[src/rtl/core/spool_pkg.sv]
package spool_pkg;

    localparam int POOL_SLOTS = 32;
    localparam int SLOT_W     = 5;
    localparam int LINK_W     = 6;
    localparam int TIME_W     = 31;

    localparam logic [LINK_W-1:0] SLOT_NONE = 6'h3F;

    localparam logic [1:0] FUNC_ALLOC = 2'd0;
    localparam logic [1:0] FUNC_FREE  = 2'd1;
    localparam logic [1:0] FUNC_SWEEP = 2'd2;

    localparam logic [2:0] EV_ALLOC   = 3'd0;
    localparam logic [2:0] EV_EVICT   = 3'd1;
    localparam logic [2:0] EV_FREED   = 3'd2;
    localparam logic [2:0] EV_EXPIRED = 3'd3;
    localparam logic [2:0] EV_DONE    = 3'd4;
    localparam logic [2:0] EV_ERROR   = 3'd5;

    typedef struct packed {
        logic [1:0]        func;
        logic [SLOT_W-1:0] slot;
        logic [TIME_W-1:0] now_time;
        logic [TIME_W-1:0] lifetime;
    } t_req;

    typedef struct packed {
        logic [2:0]        event_kind;
        logic [SLOT_W-1:0] slot_index;
        logic              last;
    } t_rsp;

    typedef enum logic [3:0] {
        OP_NONE     = 4'd0,
        OP_LOAD     = 4'd1,
        OP_RELEASE  = 4'd2,
        OP_ALLOC    = 4'd3,
        OP_LOAD_REF = 4'd4
    } t_op;

    typedef struct packed {
        t_op               op;
        logic [SLOT_W-1:0] slot;
    } t_cmd;

    typedef struct packed {
        logic              free_empty;
        logic              list_empty;
        logic [LINK_W-1:0] free_head;
        logic [LINK_W-1:0] oldest;
        logic [LINK_W-1:0] newest;
        logic              active;
        logic              same_birth;
        logic              expired;
        logic [LINK_W-1:0] older;
    } t_sts;

endpackage

[src/rtl/core/spool_datapath.sv]
module spool_datapath
    import spool_pkg::*;
(
    input  logic              i_clk,
    input  logic              i_rst_n,
    input  t_cmd              i_cmd,
    input  logic [TIME_W-1:0] i_now_time,
    input  logic [TIME_W-1:0] i_lifetime,
    output t_sts              o_sts
);

    logic [LINK_W-1:0] r_next [POOL_SLOTS];
    logic [LINK_W-1:0] r_prev [POOL_SLOTS];
    logic [TIME_W-1:0] r_birth [POOL_SLOTS];
    logic [TIME_W-1:0] r_life [POOL_SLOTS];
    logic [POOL_SLOTS-1:0] r_act;
    logic [LINK_W-1:0] r_free;
    logic [LINK_W-1:0] r_new;
    logic [LINK_W-1:0] r_old;
    logic [TIME_W-1:0] r_ref_birth;
    logic [TIME_W-1:0] r_l_birth;
    logic [TIME_W:0]   r_l_end;
    logic [LINK_W-1:0] r_l_next;
    logic [LINK_W-1:0] r_l_prev;
    logic              r_l_act;

    logic [SLOT_W-1:0] s;
    logic [LINK_W-1:0] s6;
    logic [SLOT_W-1:0] fh;

    assign s  = i_cmd.slot;
    assign s6 = {1'b0, s};
    assign fh = r_free[SLOT_W-1:0];

    always_ff @(posedge i_clk) begin
        if (!i_rst_n) begin
            for (int i = 0; i < POOL_SLOTS; i++) begin
                r_next[i] <= (i + 1 < POOL_SLOTS) ? LINK_W'(i + 1) : SLOT_NONE;
                r_prev[i] <= '0;
                r_birth[i] <= '0;
                r_life[i] <= '0;
            end
            r_act <= '0;
            r_free <= '0;
            r_new <= SLOT_NONE;
            r_old <= SLOT_NONE;
        end else begin
            unique case (i_cmd.op)
                OP_LOAD, OP_LOAD_REF: begin
                    r_l_birth <= r_birth[s];
                    r_l_end <= {1'b0, r_birth[s]} + {1'b0, r_life[s]};
                    r_l_next <= r_next[s];
                    r_l_prev <= r_prev[s];
                    r_l_act <= r_act[s];
                    if (i_cmd.op == OP_LOAD_REF) begin
                        r_ref_birth <= r_birth[s];
                    end
                end
                OP_RELEASE: begin
                    if (r_new == s6) begin
                        r_new <= r_l_next;
                    end else if (!r_l_prev[LINK_W-1]) begin
                        r_next[r_l_prev[SLOT_W-1:0]] <= r_l_next;
                    end
                    if (r_old == s6) begin
                        r_old <= r_l_prev;
                    end else if (!r_l_next[LINK_W-1]) begin
                        r_prev[r_l_next[SLOT_W-1:0]] <= r_l_prev;
                    end
                    r_act[s] <= 1'b0;
                    r_prev[s] <= '0;
                    r_next[s] <= r_free;
                    r_free <= s6;
                end
                OP_ALLOC: begin
                    r_free <= r_next[fh];
                    r_birth[fh] <= i_now_time;
                    r_life[fh] <= i_lifetime;
                    r_act[fh] <= 1'b1;
                    r_prev[fh] <= SLOT_NONE;
                    r_next[fh] <= r_new;
                    if (!r_new[LINK_W-1]) begin
                        r_prev[r_new[SLOT_W-1:0]] <= r_free;
                    end else begin
                        r_old <= r_free;
                    end
                    r_new <= r_free;
                end
                default: begin
                end
            endcase
        end
    end

    always_comb begin
        o_sts.free_empty = r_free[LINK_W-1];
        o_sts.list_empty = r_old[LINK_W-1];
        o_sts.free_head  = r_free;
        o_sts.oldest     = r_old;
        o_sts.newest     = r_new;
        o_sts.active     = r_l_act;
        o_sts.same_birth = (r_l_birth == r_ref_birth);
        o_sts.expired    = ({1'b0, i_now_time} > r_l_end);
        o_sts.older      = r_l_next;
    end

endmodule

[src/rtl/core/spool_ctrl.sv]
module spool_ctrl
    import spool_pkg::*;
(
    input  logic i_clk,
    input  logic i_rst_n,
    input  logic i_cfg_valid,
    input  logic i_cfg_data,
    output logic o_cfg_ready,
    input  logic i_req_valid,
    input  t_req i_req,
    output logic o_req_ready,
    output t_rsp o_rsp,
    output logic o_rsp_valid,
    input  logic i_rsp_ready,
    output t_cmd o_cmd,
    output logic [TIME_W-1:0] o_now_time,
    output logic [TIME_W-1:0] o_lifetime,
    input  t_sts i_sts
);

    typedef enum logic [7:0] {
        S_IDLE   = 8'b00000001,
        S_EVLOAD = 8'b00000010,
        S_EVCHK  = 8'b00000100,
        S_ALLOC  = 8'b00001000,
        S_FRLOAD = 8'b00010000,
        S_FRCHK  = 8'b00100000,
        S_SWLOAD = 8'b01000000,
        S_SWCHK  = 8'b10000000
    } t_state;

    t_state r_state, n_state;
    t_req   r_req;
    logic   r_sweep_en;
    logic   r_rsp_valid;
    t_rsp   r_rsp;
    logic [SLOT_W-1:0] r_cur, n_cur;
    logic [LINK_W-1:0] r_guard, n_guard;
    logic   r_first, n_first;
    logic   emit;
    t_rsp   n_rsp;

    assign o_cfg_ready = 1'b1;
    assign o_req_ready = r_state == S_IDLE && !r_rsp_valid;
    assign o_rsp = r_rsp;
    assign o_rsp_valid = r_rsp_valid;
    assign o_now_time = r_req.now_time;
    assign o_lifetime = r_req.lifetime;

    always_comb begin
        n_state = r_state;
        n_cur = r_cur;
        n_guard = r_guard;
        n_first = r_first;
        emit = 1'b0;
        n_rsp = r_rsp;
        o_cmd.op = OP_NONE;
        o_cmd.slot = r_cur;
        if (!r_rsp_valid || i_rsp_ready) begin
            unique case (r_state)
                S_IDLE: begin
                    if (i_req_valid && o_req_ready) begin
                        n_cur = (i_req.func == FUNC_SWEEP) ? i_sts.newest[SLOT_W-1:0]
                                                           : i_req.slot;
                        n_guard = i_sts.newest;
                        n_first = 1'b1;
                        unique case (i_req.func)
                            FUNC_ALLOC: n_state = S_ALLOC;
                            FUNC_FREE:  n_state = S_FRLOAD;
                            FUNC_SWEEP: n_state = S_SWLOAD;
                            default:    n_state = S_IDLE;
                        endcase
                    end
                end
                S_EVLOAD: begin
                    if (i_sts.list_empty) begin
                        n_state = S_ALLOC;
                    end else begin
                        if (r_first) begin
                            o_cmd.op = OP_LOAD_REF;
                        end else begin
                            o_cmd.op = OP_LOAD;
                        end
                        o_cmd.slot = i_sts.oldest[SLOT_W-1:0];
                        n_cur = i_sts.oldest[SLOT_W-1:0];
                        n_first = 1'b0;
                        n_state = S_EVCHK;
                    end
                end
                S_EVCHK: begin
                    if (i_sts.same_birth) begin
                        o_cmd.op = OP_RELEASE;
                        emit = 1'b1;
                        n_rsp = '{EV_EVICT, r_cur, 1'b0};
                        n_state = S_EVLOAD;
                    end else begin
                        n_state = S_ALLOC;
                    end
                end
                S_ALLOC: begin
                    if (!i_sts.free_empty) begin
                        o_cmd.op = OP_ALLOC;
                        n_rsp = '{EV_ALLOC, i_sts.free_head[SLOT_W-1:0], 1'b1};
                    end else if (!i_sts.list_empty) begin
                        n_state = S_EVLOAD;
                    end else begin
                        n_rsp = '{EV_ERROR, '0, 1'b1};
                    end
                    if (!i_sts.free_empty || i_sts.list_empty) begin
                        emit = 1'b1;
                        n_state = S_IDLE;
                    end
                end
                S_FRLOAD: begin
                    o_cmd.op = OP_LOAD;
                    n_state = S_FRCHK;
                end
                S_FRCHK: begin
                    emit = 1'b1;
                    n_state = S_IDLE;
                    if (i_sts.active) begin
                        o_cmd.op = OP_RELEASE;
                        n_rsp = '{EV_FREED, r_cur, 1'b1};
                    end else begin
                        n_rsp = '{EV_ERROR, r_cur, 1'b1};
                    end
                end
                S_SWLOAD: begin
                    if (r_guard[LINK_W-1] || !r_sweep_en) begin
                        emit = 1'b1;
                        n_rsp = '{EV_DONE, '0, 1'b1};
                        n_state = S_IDLE;
                    end else begin
                        o_cmd.op = OP_LOAD;
                        n_state = S_SWCHK;
                    end
                end
                S_SWCHK: begin
                    n_cur = i_sts.older[SLOT_W-1:0];
                    n_guard = i_sts.older;
                    n_state = S_SWLOAD;
                    if (i_sts.expired) begin
                        o_cmd.op = OP_RELEASE;
                        emit = 1'b1;
                        n_rsp = '{EV_EXPIRED, r_cur, 1'b0};
                    end
                end
                default: n_state = S_IDLE;
            endcase
        end
    end

    always_ff @(posedge i_clk) begin
        if (!i_rst_n) begin
            r_state <= S_IDLE;
            r_sweep_en <= 1'b1;
            r_rsp_valid <= 1'b0;
            r_first <= 1'b0;
            r_guard <= SLOT_NONE;
        end else begin
            if (i_cfg_valid) begin
                r_sweep_en <= i_cfg_data;
            end
            if (emit) begin
                r_rsp_valid <= 1'b1;
            end else if (i_rsp_ready) begin
                r_rsp_valid <= 1'b0;
            end
            r_state <= n_state;
            r_cur <= n_cur;
            r_guard <= n_guard;
            r_first <= n_first;
            r_rsp <= n_rsp;
            if (i_req_valid && o_req_ready) begin
                r_req <= i_req;
            end
        end
    end

endmodule

[src/rtl/core/slot_pool_with_oldest_eviction_unit.sv]
// Channel | Dir | Handshake            | Payload
// cfg     | in  | i_cfg_valid/ready    | i_cfg_data (sweep enable)
// request | in  | i_req_valid/ready    | i_req (t_req)
// result  | out | o_rsp_valid/ready    | o_rsp (t_rsp)
// One request at a time. Alloc takes the head of the free list; with the pool full,
// it first evicts every slot sharing the oldest birth time, loading and checking each.
// Free loads the slot, then checks it. A sweep loads and checks each active slot, newest first.
// Each result waits in the output register; a stalled result holds the walk.
// Synchronous active-low reset restores the empty pool, sweeps enabled.
module slot_pool_with_oldest_eviction_unit
    import spool_pkg::*;
(
    input  logic i_clk,
    input  logic i_rst_n,
    input  logic i_cfg_valid,
    output logic o_cfg_ready,
    input  logic i_cfg_data,
    input  logic i_req_valid,
    output logic o_req_ready,
    input  t_req i_req,
    output logic o_rsp_valid,
    input  logic i_rsp_ready,
    output t_rsp o_rsp
);

    t_cmd cmd;
    t_sts sts;
    logic [TIME_W-1:0] now_time;
    logic [TIME_W-1:0] lifetime;

    spool_ctrl u_ctrl (
        .i_clk, .i_rst_n, .i_cfg_valid, .i_cfg_data, .o_cfg_ready,
        .i_req_valid, .i_req, .o_req_ready, .o_rsp, .o_rsp_valid, .i_rsp_ready,
        .o_cmd(cmd), .o_now_time(now_time), .o_lifetime(lifetime), .i_sts(sts)
    );

    spool_datapath u_dp (
        .i_clk, .i_rst_n, .i_cmd(cmd), .i_now_time(now_time),
        .i_lifetime(lifetime), .o_sts(sts)
    );

endmodule

[config.mk]
export PLATFORM = sky130hd
export DESIGN_NAME = slot_pool_with_oldest_eviction_unit
export DESIGN_NICKNAME = d
export VERILOG_FILES = /design/src/rtl/core/spool_pkg.sv /design/src/rtl/core/spool_datapath.sv /design/src/rtl/core/spool_ctrl.sv /design/src/rtl/core/slot_pool_with_oldest_eviction_unit.sv
export SDC_FILE = /design/constraint.sdc
export NUM_CORES = 2
export LEC_CHECK = 0
export ABC_AREA = 0
export ABC_CLOCK_PERIOD_IN_PS = 7900
export BUFFER_PORTS_ARGS = -buffer_cell sky130_fd_sc_hd__clkbuf_2
export CORE_MARGIN = 10
export CORE_UTILIZATION = 38
export CTS_CLUSTER_SIZE = 12
export DETAILED_ROUTE_END_ITERATION = 8
export PLACE_DENSITY = 0.51
export SLEW_MARGIN = 20
export SYNTH_ARGS = -nofsm -noshare
export SYNTH_HDL_FRONTEND = slang
export SYNTH_SLANG_ARGS = --single-unit
export TNS_END_PERCENT = 1
[constraint.sdc]
create_clock -name i_clk -period 7.9 [get_ports i_clk]
set_clock_uncertainty 0.05 [all_clocks]
set_input_delay 0.79 -clock i_clk [delete_from_list [all_inputs] [get_ports i_clk]]
set_output_delay 0.79 -clock i_clk [all_outputs]
set_load 0.01 [all_outputs]
==> out/results.ini <==
[yosys]
synth_cell_type_count=98
postSynth.asyncResetShare_pct=0
syn_inst=11916
synth-edff-count=2551
synth_ff_type=edfxtp_1
synth_area_mm2=0.128
yosysSeqAreaShare_pct=60.9
avgSynthCellArea_um2=10.7
synth-seq-cells=2618
syn-num-nets=12054
yosys_warnings=0

[power_and_ir_drop]
pwr-share-seq_pct=44.1
intPower_mw=25.7
sw_frac_of_total_pct=29.4
clockPowerShare_pct=38.8
p_comb_share_pct=17.0
vdd_drop_max_uv=155
power_density_mw_per_mm2=250
total_power_mw=36.4
p_sw_mw=10.7
p_leak_nw=55.7

[setup_path]
setup.worst_path.end_class=register
crit_type=register to register
r2r-end=u_dp.r_l_end[31]$_DFFE_PP_
critPathTopFamily=compound AO/OA/AOI/OAI gates
cp.required_ps=8500
ff2ff_path_depth=24
worst-path-max-fanout=40
path_cells=nor4_2 -> buf_4 -> nand4_1 -> buf_4 -> mux2_8 -> buf_12 -> buf_4 -> nand2_1 -> and3_1 -> a31oi_1 -> o22ai_1 -> nor4_1 -> buf_4 -> ha_1 -> a21oi_1 -> a21oi_1 -> nor2_1 -> o21ai_0 -> o211a_1 -> o21a_1 -> o21ai_0 -> a21oi_1 -> a311oi_1 -> o21ai_0
slowest_delay_ps=620
timing.rr.start=u_ctrl.r_state[0]$_SDFFE_PN1P_
critPathArrivalTime_ps=7820
r2r_slack_ps=680
worst_path_max_delay_cell=mux2_8
crit_top_cell=buf_4
critPathBufInv=5
critPathLaunchType=register

[finish]
syn2layout_area_growth_pct=13.8
num-fill-cells=31304
drive_above_1_share_pct=10.3
seq_area_mm2=0.0780
layout.nets=11744
multi_input_comb_area_mm2=0.0460

[grt]
grt_pass1_wl_um=764000
grt_pass1_vias=97256
antenna_found_initial=48
grt-ovfl-total=0
grt_usage_pct=29.1
grt_max_degree=179

[timing]
worstMarginPinSlew_ps=1230
fin_crit_ps=7220
slew_viol_final=0
hold_slack_ps=64.2
rsz0062_at_grt=no
relSlewSlack_pct=17.5
finalSetupViolCount=0
hold_viol=0
fin_crit_sh_pct=91.4
max_freq_ghz=0.138

[cts]
clk_pin_slew_ps=60
cts_resized=0
cts_setup_buffers=0
htree_levels=5
cts.sinks=2618
tritoncts=yes
cts.hold.buffers_added=54
clockRootBuffer=clkbuf_16
clock_latency_ps=960
clock_path_buffers=4
cts_buffers=308

[placement]
port-buffer-count=85
hpwl_um=300000
place.gp.congestion=0.945

[run_status]
outcome=finished, final reports clean

[detailed_routing]
drc_errors=0
vias=102431
finalWirelength_um=552000
antenna_left=0
dr.pass1.iters=9
drtIter0Drc=16583
viasPerCell=6.25
wl_per_cell_um=33.7

[min_path]
hold_start=i_cfg_valid
min_path_type=input pin to register
hold_depth=3
min_to=u_ctrl.r_sweep_en$_SDFFE_PN1P_

[die]
core_mm2=0.336
dieArea_mm2=0.361
fp.dieH_um=600
initial_utilization_pct=38.1
chipWidth_um=600
io_pins=87
rows=213

[job]
maxCapViolations=0

-- registers in the layout (all words and copies together) (netlist names), 8 cells and up, named ones only --
| name | cells |
|---|---|
| u_ctrl.o_rsp | 9 |
| u_ctrl.o_now_time | 31 |
| u_dp.r_l_birth | 31 |
| u_dp.r_prev | 192 |
| u_dp.r_life | 992 |
| u_dp.r_act | 32 |
| u_dp.r_l_end | 32 |
| u_dp.r_next | 192 |
| u_dp.r_ref_birth | 31 |
| u_ctrl.o_lifetime | 31 |
| u_dp.r_birth | 992 |
| u_ctrl.r_state | 8 |
-- synthesized netlist by cell type (all sizes together) (60+ instances only) --
master | n | area share [%]
ha | 62 | 0.61
nand3 | 717 | 2.8
clkbuf | 1071 | 3.1
buf | 144 | 0.50
a21oi | 126 | 0.50
nor2 | 234 | 0.69
nor3 | 142 | 0.56
o21ai | 150 | 0.59
nand2 | 2659 | 7.8
dfxtp | 67 | 1.0
nand4 | 67 | 0.34
a311oi | 114 | 0.78
o22ai | 122 | 0.60
mux4 | 60 | 1.1
edfxtp | 2551 | 60
o31ai | 103 | 0.60
a31oi | 376 | 1.8
and2 | 1008 | 4.9
a32oi | 130 | 0.89
and3 | 1320 | 6.5
o211ai | 62 | 0.36
-- per-stage QoR --
stage	instance area (um^2)	instances	utilization, %	setup TNS [ps]	setup slack [ps]
2_1_floorplan	128000	11916	-	-37410	-227
3_3_place_gp	135000	15743	40.2	0	259
3_5_place_dp	135000	15754	40.3	0	623
4_1_cts	146000	16353	43.3	0	669
5_1_grt	146000	16358	43.3	0	525
6_report	146000	16384	43.3	0	680
-- final cells by class --
cell class	instances	area share [%]
diodes	28	0.0481
clock buffers	389	5.67
inverters	59	0.152
clock inverters	156	0.948
flip-flops and latches	2618	53.5
well taps	4515	3.88
multi-input cells	8024	31.6
repair buffers	595	4.17
-- placed cells by master (no fill, tap or decap), drive strengths merged, types with 17 or more instances in the layout --
cell type	count
nand2b	17
bufinv	24
mux2i	58
or2	31
a22o	31
nor2	234
clkbuf	473
clkinv	120
o31ai	103
a21oi	126
edfxtp	2551
o211ai	62
mux4	60
a31oi	376
a41oi	37
o22ai	122
inv	66
dlygate4sd3	54
dfxtp	67
buf	457
a32o	20
and2	1008
nand4	67
nand2	2659
o41ai	28
mux2	40
nor4	21
xnor2	56
a32oi	130
o21ai	150
a211oi	27
and3	1320
ha	62
nor3	142
a311oi	114
nand3	717
diode	28
nor2b	27
-- worst max-delay path by stage --
stage                                   endpoint  depth (start not counted)                       startpoint  slack (ps)
2_1_floorplan  u_dp.r_birth[11][0]$_SDFFCE_PN0P_                         11  u_ctrl.o_now_time[30]$_DFFE_PP_        -230
3_3_place_gp        u_dp.r_prev[16][0]$_DFFE_PP_                          9  u_ctrl.o_now_time[29]$_DFFE_PP_         260
5_1_grt               u_dp.r_l_end[31]$_DFFE_PP_                         23   u_ctrl.r_state[1]$_SDFFE_PN0P_         520
4_1_cts             u_dp.r_prev[24][1]$_DFFE_PP_                          9  u_ctrl.o_now_time[28]$_DFFE_PP_         670
6_report              u_dp.r_l_end[31]$_DFFE_PP_                         24   u_ctrl.r_state[0]$_SDFFE_PN1P_         680
3_5_place_dp          u_dp.r_l_end[31]$_DFFE_PP_                         24                      i_rsp_ready         620
-- power by group through the flow --
stage	logic (mW)	registers (mW)	clock network, mW
after floorplan	3.36	16.3	0
after global placement	5.98	16.4	0
after detailed placement	6.02	16.4	0
after CTS	6.06	16.1	14.2
after global routing	6.52	16.1	14.8
final	6.21	16.1	14.1
-- worst reg2reg max path: stages, from the launching register on --
cell,delay [ps]
dfxtp_1,350
nor4_2,280
buf_4,250
nand4_1,450
buf_4,380
mux2_8,620
buf_12,350
buf_4,330
nand2_1,100
and3_1,180
a31oi_1,170
o22ai_1,100
nor4_1,410
buf_4,220
ha_1,270
a21oi_1,350
a21oi_1,150
nor2_1,270
o21ai_0,210
o211a_1,310
o21a_1,190
o21ai_0,260
a21oi_1,150
a311oi_1,400
o21ai_0,160
-- layer usage --
metal	GRT usage (%)	up-vias	wire [um]	share of wire, %
li1	-	42679	-	-
met1	39.4	51248	213000	39
met2	45.1	7017	245000	44
met3	5.71	1475	63300	11
met4	13.4	12	30400	5.5
met5	0	-	90	0.016
-- logic make-up (layout without fill, tap and decap cells) --
family | after synthesis | count (layout) | share of synthesized area (%)
compound gates | 1439 | 1439 | 7.95
other cells | 1 | 29 | 0.00293
fa+ha+maj | 63 | 63 | 0.622
xor+xnor | 66 | 66 | 0.452
buf+inv | 1274 | 1199 | 3.82
mux | 158 | 158 | 1.87
flops | 2618 | 2618 | 60.9
simple gates | 6297 | 6297 | 24.4
Note: power is estimated with default switching activity, not from simulation.
